### src/sv/trwm_pkg.sv
// ----------------------------------------------------------------------------
// trwm_pkg
// Shared types and opcodes for the timestamp ring with window match.
// ----------------------------------------------------------------------------
package trwm_pkg;

  // Operation codes carried in a request.
  localparam logic [2:0] OP_PUSH    = 3'd0;
  localparam logic [2:0] OP_PEEK    = 3'd1;
  localparam logic [2:0] OP_CONSUME = 3'd2;
  localparam logic [2:0] OP_CLEAR   = 3'd3;
  localparam logic [2:0] OP_SNAP    = 3'd4;

  // One input request.
  typedef struct packed {
    logic [2:0]  opcode;
    logic [63:0] stamp;
    logic [63:0] window;
  } req_t;

  // One result item.
  typedef struct packed {
    logic        hit;
    logic [63:0] entry_stamp;
    logic [63:0] entry_age;
    logic        last;
  } rsp_t;

  // Outcome of comparing one stored stamp with the current time.
  typedef struct packed {
    logic        in_win;
    logic [63:0] age;
  } match_t;

endpackage

### src/sv/trwm_mem.sv
// ----------------------------------------------------------------------------
// trwm_mem
// Stamp store: one write port and one read port with registered read data.
// ----------------------------------------------------------------------------
module trwm_mem #(
  parameter int DEPTH = 16,
  parameter int AW    = 4
) (
  input  logic          clk_i,
  input  logic          wr_en_i,
  input  logic [AW-1:0] wr_addr_i,
  input  logic [63:0]   wr_data_i,
  input  logic          rd_en_i,
  input  logic [AW-1:0] rd_addr_i,
  output logic [63:0]   rd_data_o
);

  logic [63:0] mem_q [DEPTH];
  logic [63:0] rd_data_q;

  // Write port.
  always_ff @(posedge clk_i) begin
    if (wr_en_i) begin
      mem_q[wr_addr_i] <= wr_data_i;
    end
  end

  // Read port; data holds while no read is issued.
  always_ff @(posedge clk_i) begin
    if (rd_en_i) begin
      rd_data_q <= mem_q[rd_addr_i];
    end
  end

  assign rd_data_o = rd_data_q;

endmodule

### src/sv/trwm_match.sv
// ----------------------------------------------------------------------------
// trwm_match
// Age of a stored stamp against the current time and the window test.
// ----------------------------------------------------------------------------
module trwm_match (
  input  logic [63:0]           entry_i,
  input  logic [63:0]           now_i,
  input  logic [63:0]           window_i,
  output trwm_pkg::match_t      result_o
);
  import trwm_pkg::*;

  logic [64:0] diff;

  // A borrow out means the stored stamp lies in the future.
  assign diff = {1'b0, now_i} - {1'b0, entry_i};

  assign result_o.in_win = !diff[64] && (diff[63:0] <= window_i);
  assign result_o.age    = diff[64] ? 64'd0 : diff[63:0];

endmodule

### src/sv/timestamp_ring_window_match.sv
// ----------------------------------------------------------------------------
// timestamp_ring_window_match
// Ring of up to DEPTH timestamps, oldest first, with push, peek, consume,
// clear and snapshot operations.
// ----------------------------------------------------------------------------
// Usage: requests enter on in_valid_i/in_req_i and are taken when in_stall_o
// is low; results leave on out_valid_o/out_rsp_o and are taken when
// out_stall_i is low. Push and clear complete in the cycle they are taken and
// give no result. Peek and consume read the store one entry per cycle, oldest
// first, from a single read port with registered read data. Consume then
// moves each later entry down one slot before its result. Snapshot gives one
// result per entry, one per cycle while the receiver does not stall, the last
// marked; an empty ring gives one result with hit low.
// One request is worked on at a time; in_stall_o is high while it is.
// A finished result waits in the output register while the next request is
// taken. When the receiver stalls, the result holds and a snapshot scan
// pauses. Reset empties the ring; the store itself needs no clearing.
// ----------------------------------------------------------------------------
module timestamp_ring_window_match #(
  parameter int DEPTH = 16
) (
  input  logic             clk_i,
  input  logic             rst_ni,
  input  logic             in_valid_i,
  output logic             in_stall_o,
  input  trwm_pkg::req_t   in_req_i,
  output logic             out_valid_o,
  input  logic             out_stall_i,
  output trwm_pkg::rsp_t   out_rsp_o
);
  import trwm_pkg::*;

  localparam int AW = (DEPTH > 1) ? $clog2(DEPTH) : 1;
  localparam int CW = $clog2(DEPTH + 1);
  localparam logic [AW:0]   DEPTH_W = (AW + 1)'(DEPTH);
  localparam logic [AW-1:0] LAST_SLOT = AW'(DEPTH - 1);
  localparam logic [CW-1:0] FULL_CNT = CW'(DEPTH);

  localparam logic [1:0] ST_IDLE  = 2'd0;
  localparam logic [1:0] ST_EVAL  = 2'd1;
  localparam logic [1:0] ST_SHIFT = 2'd2;
  localparam logic [1:0] ST_RESP  = 2'd3;

  logic [1:0]    state_q, state_d;
  logic [AW-1:0] oldest_q, oldest_d;
  logic [CW-1:0] fill_q, fill_d;
  logic [AW-1:0] pos_q, pos_d;
  logic [AW-1:0] cur_slot_q, cur_slot_d;
  logic [AW-1:0] prev_slot_q, prev_slot_d;
  logic [2:0]    op_q, op_d;
  logic          hit_q, hit_d;
  logic [63:0]   now_q, now_d;
  logic [63:0]   window_q, window_d;
  logic          out_valid_q, out_valid_d;
  rsp_t          out_q, out_d;

  logic          accept;
  logic          out_free;
  logic          last_pos;
  logic [AW-1:0] next_slot;
  logic [AW:0]   push_sum;
  logic [AW-1:0] push_slot;
  logic          wr_en;
  logic [AW-1:0] wr_addr;
  logic [63:0]   wr_data;
  logic          rd_en;
  logic [AW-1:0] rd_addr;
  logic [63:0]   rd_data;
  match_t        cmp;

  assign accept   = in_valid_i && !in_stall_o;
  assign out_free = !out_valid_q || !out_stall_i;
  assign last_pos = (CW'(pos_q) + CW'(1)) == fill_q;

  // Next physical slot with wrap.
  assign next_slot = (cur_slot_q == LAST_SLOT) ? '0 : cur_slot_q + AW'(1);

  // Slot just past the newest entry; the sum stays below twice the depth.
  assign push_sum  = {1'b0, oldest_q} + (AW + 1)'(fill_q);
  assign push_slot = (push_sum >= DEPTH_W) ? AW'(push_sum - DEPTH_W) : push_sum[AW-1:0];

  trwm_mem #(
    .DEPTH (DEPTH),
    .AW    (AW)
  ) u_mem (
    .clk_i     (clk_i),
    .wr_en_i   (wr_en),
    .wr_addr_i (wr_addr),
    .wr_data_i (wr_data),
    .rd_en_i   (rd_en),
    .rd_addr_i (rd_addr),
    .rd_data_o (rd_data)
  );

  trwm_match u_match (
    .entry_i  (rd_data),
    .now_i    (now_q),
    .window_i (window_q),
    .result_o (cmp)
  );

  // Sequencer: takes requests, walks the ring and shifts after a consume.
  always_comb begin
    state_d     = state_q;
    oldest_d    = oldest_q;
    fill_d      = fill_q;
    pos_d       = pos_q;
    cur_slot_d  = cur_slot_q;
    prev_slot_d = prev_slot_q;
    op_d        = op_q;
    hit_d       = hit_q;
    now_d       = now_q;
    window_d    = window_q;
    out_valid_d = out_free ? 1'b0 : out_valid_q;
    out_d       = out_q;
    wr_en       = 1'b0;
    wr_addr     = push_slot;
    wr_data     = in_req_i.stamp;
    rd_en       = 1'b0;
    rd_addr     = next_slot;

    unique case (state_q)
      ST_IDLE: begin
        if (accept) begin
          op_d     = in_req_i.opcode;
          now_d    = in_req_i.stamp;
          window_d = in_req_i.window;
          case (in_req_i.opcode) inside
            OP_PUSH: begin
              wr_en = 1'b1;
              if (fill_q == FULL_CNT) begin
                wr_addr  = oldest_q;
                oldest_d = (oldest_q == LAST_SLOT) ? '0 : oldest_q + AW'(1);
              end else begin
                fill_d = fill_q + CW'(1);
              end
            end
            OP_CLEAR: begin
              oldest_d = '0;
              fill_d   = '0;
            end
            OP_PEEK, OP_CONSUME, OP_SNAP: begin
              if (fill_q == '0) begin
                hit_d   = 1'b0;
                state_d = ST_RESP;
              end else begin
                rd_en      = 1'b1;
                rd_addr    = oldest_q;
                cur_slot_d = oldest_q;
                pos_d      = '0;
                state_d    = ST_EVAL;
              end
            end
            default: begin
            end
          endcase
        end
      end

      ST_EVAL: begin
        if (op_q == OP_SNAP) begin
          // One result per entry, paced by the receiver.
          if (out_free) begin
            out_valid_d       = 1'b1;
            out_d.hit         = 1'b1;
            out_d.entry_stamp = rd_data;
            out_d.entry_age   = cmp.age;
            out_d.last        = last_pos;
            if (last_pos) begin
              state_d = ST_IDLE;
            end else begin
              rd_en       = 1'b1;
              cur_slot_d  = next_slot;
              prev_slot_d = cur_slot_q;
              pos_d       = pos_q + AW'(1);
            end
          end
        end else if (cmp.in_win) begin
          hit_d = 1'b1;
          if (op_q == OP_CONSUME && !last_pos) begin
            // Later entries move down over the removed one.
            rd_en       = 1'b1;
            cur_slot_d  = next_slot;
            prev_slot_d = cur_slot_q;
            pos_d       = pos_q + AW'(1);
            state_d     = ST_SHIFT;
          end else begin
            if (op_q == OP_CONSUME) begin
              fill_d = fill_q - CW'(1);
            end
            state_d = ST_RESP;
          end
        end else if (last_pos) begin
          hit_d   = 1'b0;
          state_d = ST_RESP;
        end else begin
          rd_en       = 1'b1;
          cur_slot_d  = next_slot;
          prev_slot_d = cur_slot_q;
          pos_d       = pos_q + AW'(1);
        end
      end

      ST_SHIFT: begin
        // Read data holds the entry at pos; it goes one slot down.
        wr_en   = 1'b1;
        wr_addr = prev_slot_q;
        wr_data = rd_data;
        if (last_pos) begin
          fill_d  = fill_q - CW'(1);
          state_d = ST_RESP;
        end else begin
          rd_en       = 1'b1;
          cur_slot_d  = next_slot;
          prev_slot_d = cur_slot_q;
          pos_d       = pos_q + AW'(1);
        end
      end

      ST_RESP: begin
        // Single result of a peek, a consume or an empty snapshot.
        if (out_free) begin
          out_valid_d       = 1'b1;
          out_d.hit         = hit_q;
          out_d.entry_stamp = '0;
          out_d.entry_age   = '0;
          out_d.last        = 1'b1;
          state_d           = ST_IDLE;
        end
      end

      default: begin
        state_d = ST_IDLE;
      end
    endcase
  end

  // Control registers.
  always_ff @(posedge clk_i or negedge rst_ni) begin
    if (!rst_ni) begin
      state_q     <= ST_IDLE;
      oldest_q    <= '0;
      fill_q      <= '0;
      out_valid_q <= 1'b0;
    end else begin
      state_q     <= state_d;
      oldest_q    <= oldest_d;
      fill_q      <= fill_d;
      out_valid_q <= out_valid_d;
    end
  end

  // Working registers of the request in progress and the result.
  always_ff @(posedge clk_i) begin
    pos_q       <= pos_d;
    cur_slot_q  <= cur_slot_d;
    prev_slot_q <= prev_slot_d;
    op_q        <= op_d;
    hit_q       <= hit_d;
    now_q       <= now_d;
    window_q    <= window_d;
    out_q       <= out_d;
  end

  assign in_stall_o  = (state_q != ST_IDLE);
  assign out_valid_o = out_valid_q;
  assign out_rsp_o   = out_q;

  // The fill count never passes the depth and the oldest slot stays in range.
  a_fill_range : assert property (@(posedge clk_i) disable iff (!rst_ni)
    (fill_q <= FULL_CNT) && (oldest_q <= LAST_SLOT))
    else $error("ring fill count or oldest slot out of range");

  // A push into a full ring keeps it full.
  a_push_full : assert property (@(posedge clk_i) disable iff (!rst_ni)
    (accept && in_req_i.opcode == OP_PUSH && fill_q == FULL_CNT) |=> (fill_q == FULL_CNT))
    else $error("push into full ring changed the fill count");

  // The store is written only by a push or during a shift.
  a_write_src : assert property (@(posedge clk_i) disable iff (!rst_ni)
    wr_en |-> ((state_q == ST_IDLE && accept && in_req_i.opcode == OP_PUSH) ||
               state_q == ST_SHIFT))
    else $error("unexpected store write");

  // A consume that shifts always removes one entry on its way out.
  a_shift_drop : assert property (@(posedge clk_i) disable iff (!rst_ni)
    (state_q == ST_SHIFT && state_d == ST_RESP) |=> (fill_q == $past(fill_q) - CW'(1)))
    else $error("consume did not remove an entry");

endmodule

### config.mk
export PLATFORM = sky130hd
export DESIGN_NAME = timestamp_ring_window_match
export DESIGN_NICKNAME = d
export VERILOG_FILES = /design/src/sv/trwm_pkg.sv /design/src/sv/trwm_mem.sv /design/src/sv/trwm_match.sv /design/src/sv/timestamp_ring_window_match.sv
export SDC_FILE = /design/constraint.sdc
export NUM_CORES = 2
export LEC_CHECK = 0
export ABC_AREA = 1
export BUFFER_PORTS_ARGS = -buffer_cell sky130_fd_sc_hd__buf_2
export CAP_MARGIN = 20
export CORE_MARGIN = 4
export CORE_UTILIZATION = 51
export CTS_BUF_LIST = sky130_fd_sc_hd__clkbuf_8
export CTS_CLUSTER_SIZE = 12
export DETAILED_ROUTE_END_ITERATION = 10
export PLACE_DENSITY = 0.73
export SLEW_MARGIN = 20
export SYNTH_ARGS = -nofsm -noshare
export SYNTH_HDL_FRONTEND = slang
export SYNTH_SLANG_ARGS = --single-unit
### constraint.sdc
create_clock -name clk_i -period 12.8 [get_ports clk_i]
set_input_delay 2.56 -clock clk_i [delete_from_list [all_inputs] [get_ports clk_i]]
set_output_delay 2.56 -clock clk_i [all_outputs]
set_load 0.05 [all_outputs]
==> qor.yml <==
run_status: "complete, no violations"
synth_warnings: 0
initial_core_util: 0.5165
rsz0062_at_grt: "no"
max_freq_mhz: 133.6
maxSlewHeadroom: 0.2146
end_kind: "flip-flop"
crit_path_start_kind: "flip-flop"
vias: 41418
grt_use_met2: 0.4222
cts-hold-fix-buffers: 0
die_x_um: 349.0
use_met3: 0.05979
ctsRootBufferMaster: "clkbuf_8"
worst_clock_skew_ps: 65.76
arrival_ps: 7990
cp.depth: 29
required_ps: 13300
hold_viol_final: 0
nets: 5518
io_buffer_count: 266
synth-main-ff-cell: "edfxtp_1"
postSynthCellCount: 4891
drive_gt1_frac: 0.1294
die_h_um: 349.0
regArea_um2: 41200
die-area_um2: 121800
grt_pass1_vias: 39452
htreeDepth: 4
placementRows: 124
tns_ps: 0
cp-endpoint: "u_mem.rd_data_o[16]"
reg2reg_from: "u_mem.rd_data_o[20]"
rr_worst_depth: 29
crit_type: "reg2reg"
io_pins: 267
coreArea_um2: 114800
cts_max_path_buffers: 3
synth_fp_nets: 5168
dpl.cell_count: 6547
drv_cap: 0
final_max_slew_viol_count: 0
top_usage_layer: "met2"
synth-edff-count: 1362
synth_cell_types: 51
ys_ff_latch: 1374
multi_input_area_um2: 15770
first_pass_iters: 7
clk_latency_ps: 930
crit_start: "u_mem.rd_data_o[20]"
cts_buffers: 204
gp_congestion: 0.9753
r2r-end: "u_mem.rd_data_o[16]"
met1_usage: 0.3717
period_minus_slack_ps: 7486
grt_pass1_wl_um: 247100
ys_seq_area_frac: 0.6948
syn_area_um2: 59300
ant_nets: 0
wl_per_cell_um: 24.41
worstMarginPinSlew_ps: 1178
place_hpwl_um: 102800
crit_path_max_incr_delay_ps: 750
holdCritPathClass: "reg2reg"
grt.total_usage: 0.2702
grt_overflow_total: 0
ctsResizeCount: 0
cts_tree: "built"
clkTransAtPathRegs_ps: 60
fillerInstances: 9103
async_flop_share: 0.008734
setup_viol: 0
drtIter0Drc: 5230
area_delta_synth_final_pct: 11.97
via_per_inst: 5.980
antenna_found_initial: 10
path_buf_inv: 7
crit_top_cell: "nand2_1"
instances_no_fill: 6926
path_delay_family: "simple AND/OR/NAND/NOR gates"
cts_setup_buffers: 0
r2r_slack_ps: 5310
cts_sinks: 1374
fin_hold_ws_ps: 517.1
critPathMaxFanout: 35
drc: 0
fin_crit_sh: 0.5849
grt_max_degree: 254
syn_area_per_cell_um2: 12.12
cp_slowest_cell: "buf_4"
postRouteWirelength_um: 169100
placed cells by master (no fill, tap or decap), types with 9 or more instances in the layout:
cell type and instances:
edfxtp_1 1362, o21ai_0 642, buf_2 266, nand4_1 18, xnor2_1 13, o22ai_1 57, o211ai_1 117, clkinv_2 34
dfrtp_1 12, o21bai_1 65, o221ai_1 148, nand2_1 453, clkinv_1 42, nand3_1 134, a21o_1 22, nor2_1 751
nor4_1 11, a31oi_1 11, ha_1 139, clkbuf_8 205, buf_4 120, o21ai_1 23, nor3_1 18, o21a_1 9
a21oi_1 145, inv_1 440, xor2_1 50, nor2_4 17, diode_2 11
cells in the mapped netlist (3+ instances only):
cell type / n / share of area
a211oi_1: 3 / 0.00038
a21o_1: 22 / 0.0028
a21oi_1: 146 / 0.012
a221oi_1: 3 / 0.00044
a31oi_1: 11 / 0.0012
and3_1: 3 / 0.00032
buf_1: 13 / 0.00082
buf_2: 88 / 0.0074
buf_4: 7 / 0.00089
buf_6: 3 / 0.00057
clkbuf_1: 132 / 0.0084
dfrtp_1: 12 / 0.0051
edfxtp_1: 1362 / 0.69
ha_1: 140 / 0.030
inv_1: 375 / 0.024
inv_2: 7 / 0.00044
nand2_1: 454 / 0.029
nand2_2: 5 / 0.00053
nand3_1: 134 / 0.011
nand3b_1: 3 / 0.00038
nand4_1: 18 / 0.0019
nor2_1: 767 / 0.049
nor3_1: 18 / 0.0015
nor4_1: 11 / 0.0012
o211ai_1: 117 / 0.015
o21a_1: 9 / 0.0011
o21ai_0: 645 / 0.054
o21ai_1: 22 / 0.0019
o21bai_1: 65 / 0.0082
o221ai_1: 148 / 0.022
o22ai_1: 57 / 0.0060
or2_2: 6 / 0.00063
xnor2_1: 13 / 0.0019
xor2_1: 50 / 0.0074
per-layer routing:
metal	vias to the layer above	part of all wire
li1	18473	-
met1	19998	0.39
met2	2589	0.46
met3	352	0.11
met4	6	0.038
met5	-	0.00021
how the worst min path moves through the flow:
stage | from | to | slack, ps | cells after the start
floorplan | hit_q | out_rsp_o[129] | 480 | 1
global placement | hit_q | out_rsp_o[129] | 500 | 1
detailed placement | hit_q | out_rsp_o[129] | 510 | 1
CTS | hit_q | out_rsp_o[129] | 520 | 1
global route | hit_q | out_rsp_o[129] | 540 | 1
finish | hit_q | out_rsp_o[129] | 520 | 1
layout make-up:
| cell class | instances | area share |
|---|---|---|
| multi-input combinational | 2889 | 0.2375 |
| clock inverter | 163 | 0.01445 |
| inverter | 385 | 0.02222 |
| timing repair buffer | 387 | 0.03392 |
| clock buffer | 205 | 0.04250 |
| tap | 1512 | 0.02849 |
| antenna | 11 | 0.0004146 |
| sequential | 1374 | 0.6205 |
flip-flops by register name, summed over array words and instances (netlist names):
| signal | cells |
|---|---|
| u_mem.mem_q | 1024 |
| out_rsp_o | 130 |
| now_q | 64 |
| u_mem.rd_data_o | 64 |
| window_q | 64 |
| fill_q | 5 |
| cur_slot_q | 4 |
| oldest_q | 4 |
| pos_q | 4 |
| prev_slot_q | 4 |
| op_q | 3 |
| state_q | 2 |
| hit_q | 1 |
| out_valid_o | 1 |
through the flow:
stage / util / area (um2) / setup slack, ps
3_3_place_gp: 0.5451 / 62590 / 5386
2_1_floorplan: - / 59300 / 4256
6_report: 0.5783 / 66390 / 5314
4_1_cts: 0.5781 / 66370 / 5340
3_5_place_dp: 0.5451 / 62590 / 5379
5_1_grt: 0.5782 / 66380 / 5022
cells by family after synthesis:
kind of cell | share of synthesized area
xor+xnor | 0.009305
compound gates | 0.1267
fa+ha+maj | 0.03021
flops | 0.6948
simple gates | 0.09649
buf+inv | 0.04247
worst reg2reg max path: cells and delay by family (launching register included):
family,cells,cell delay (ps)
compound gates,1,140
xor+xnor,1,320
fa+ha+maj,2,760
buf+inv,7,1940
flops,1,330
simple gates,18,3600
Power is left out: the tool's default activity adds up to more than one toggle a clock period on the data nets, which glitch-free logic cannot reach.
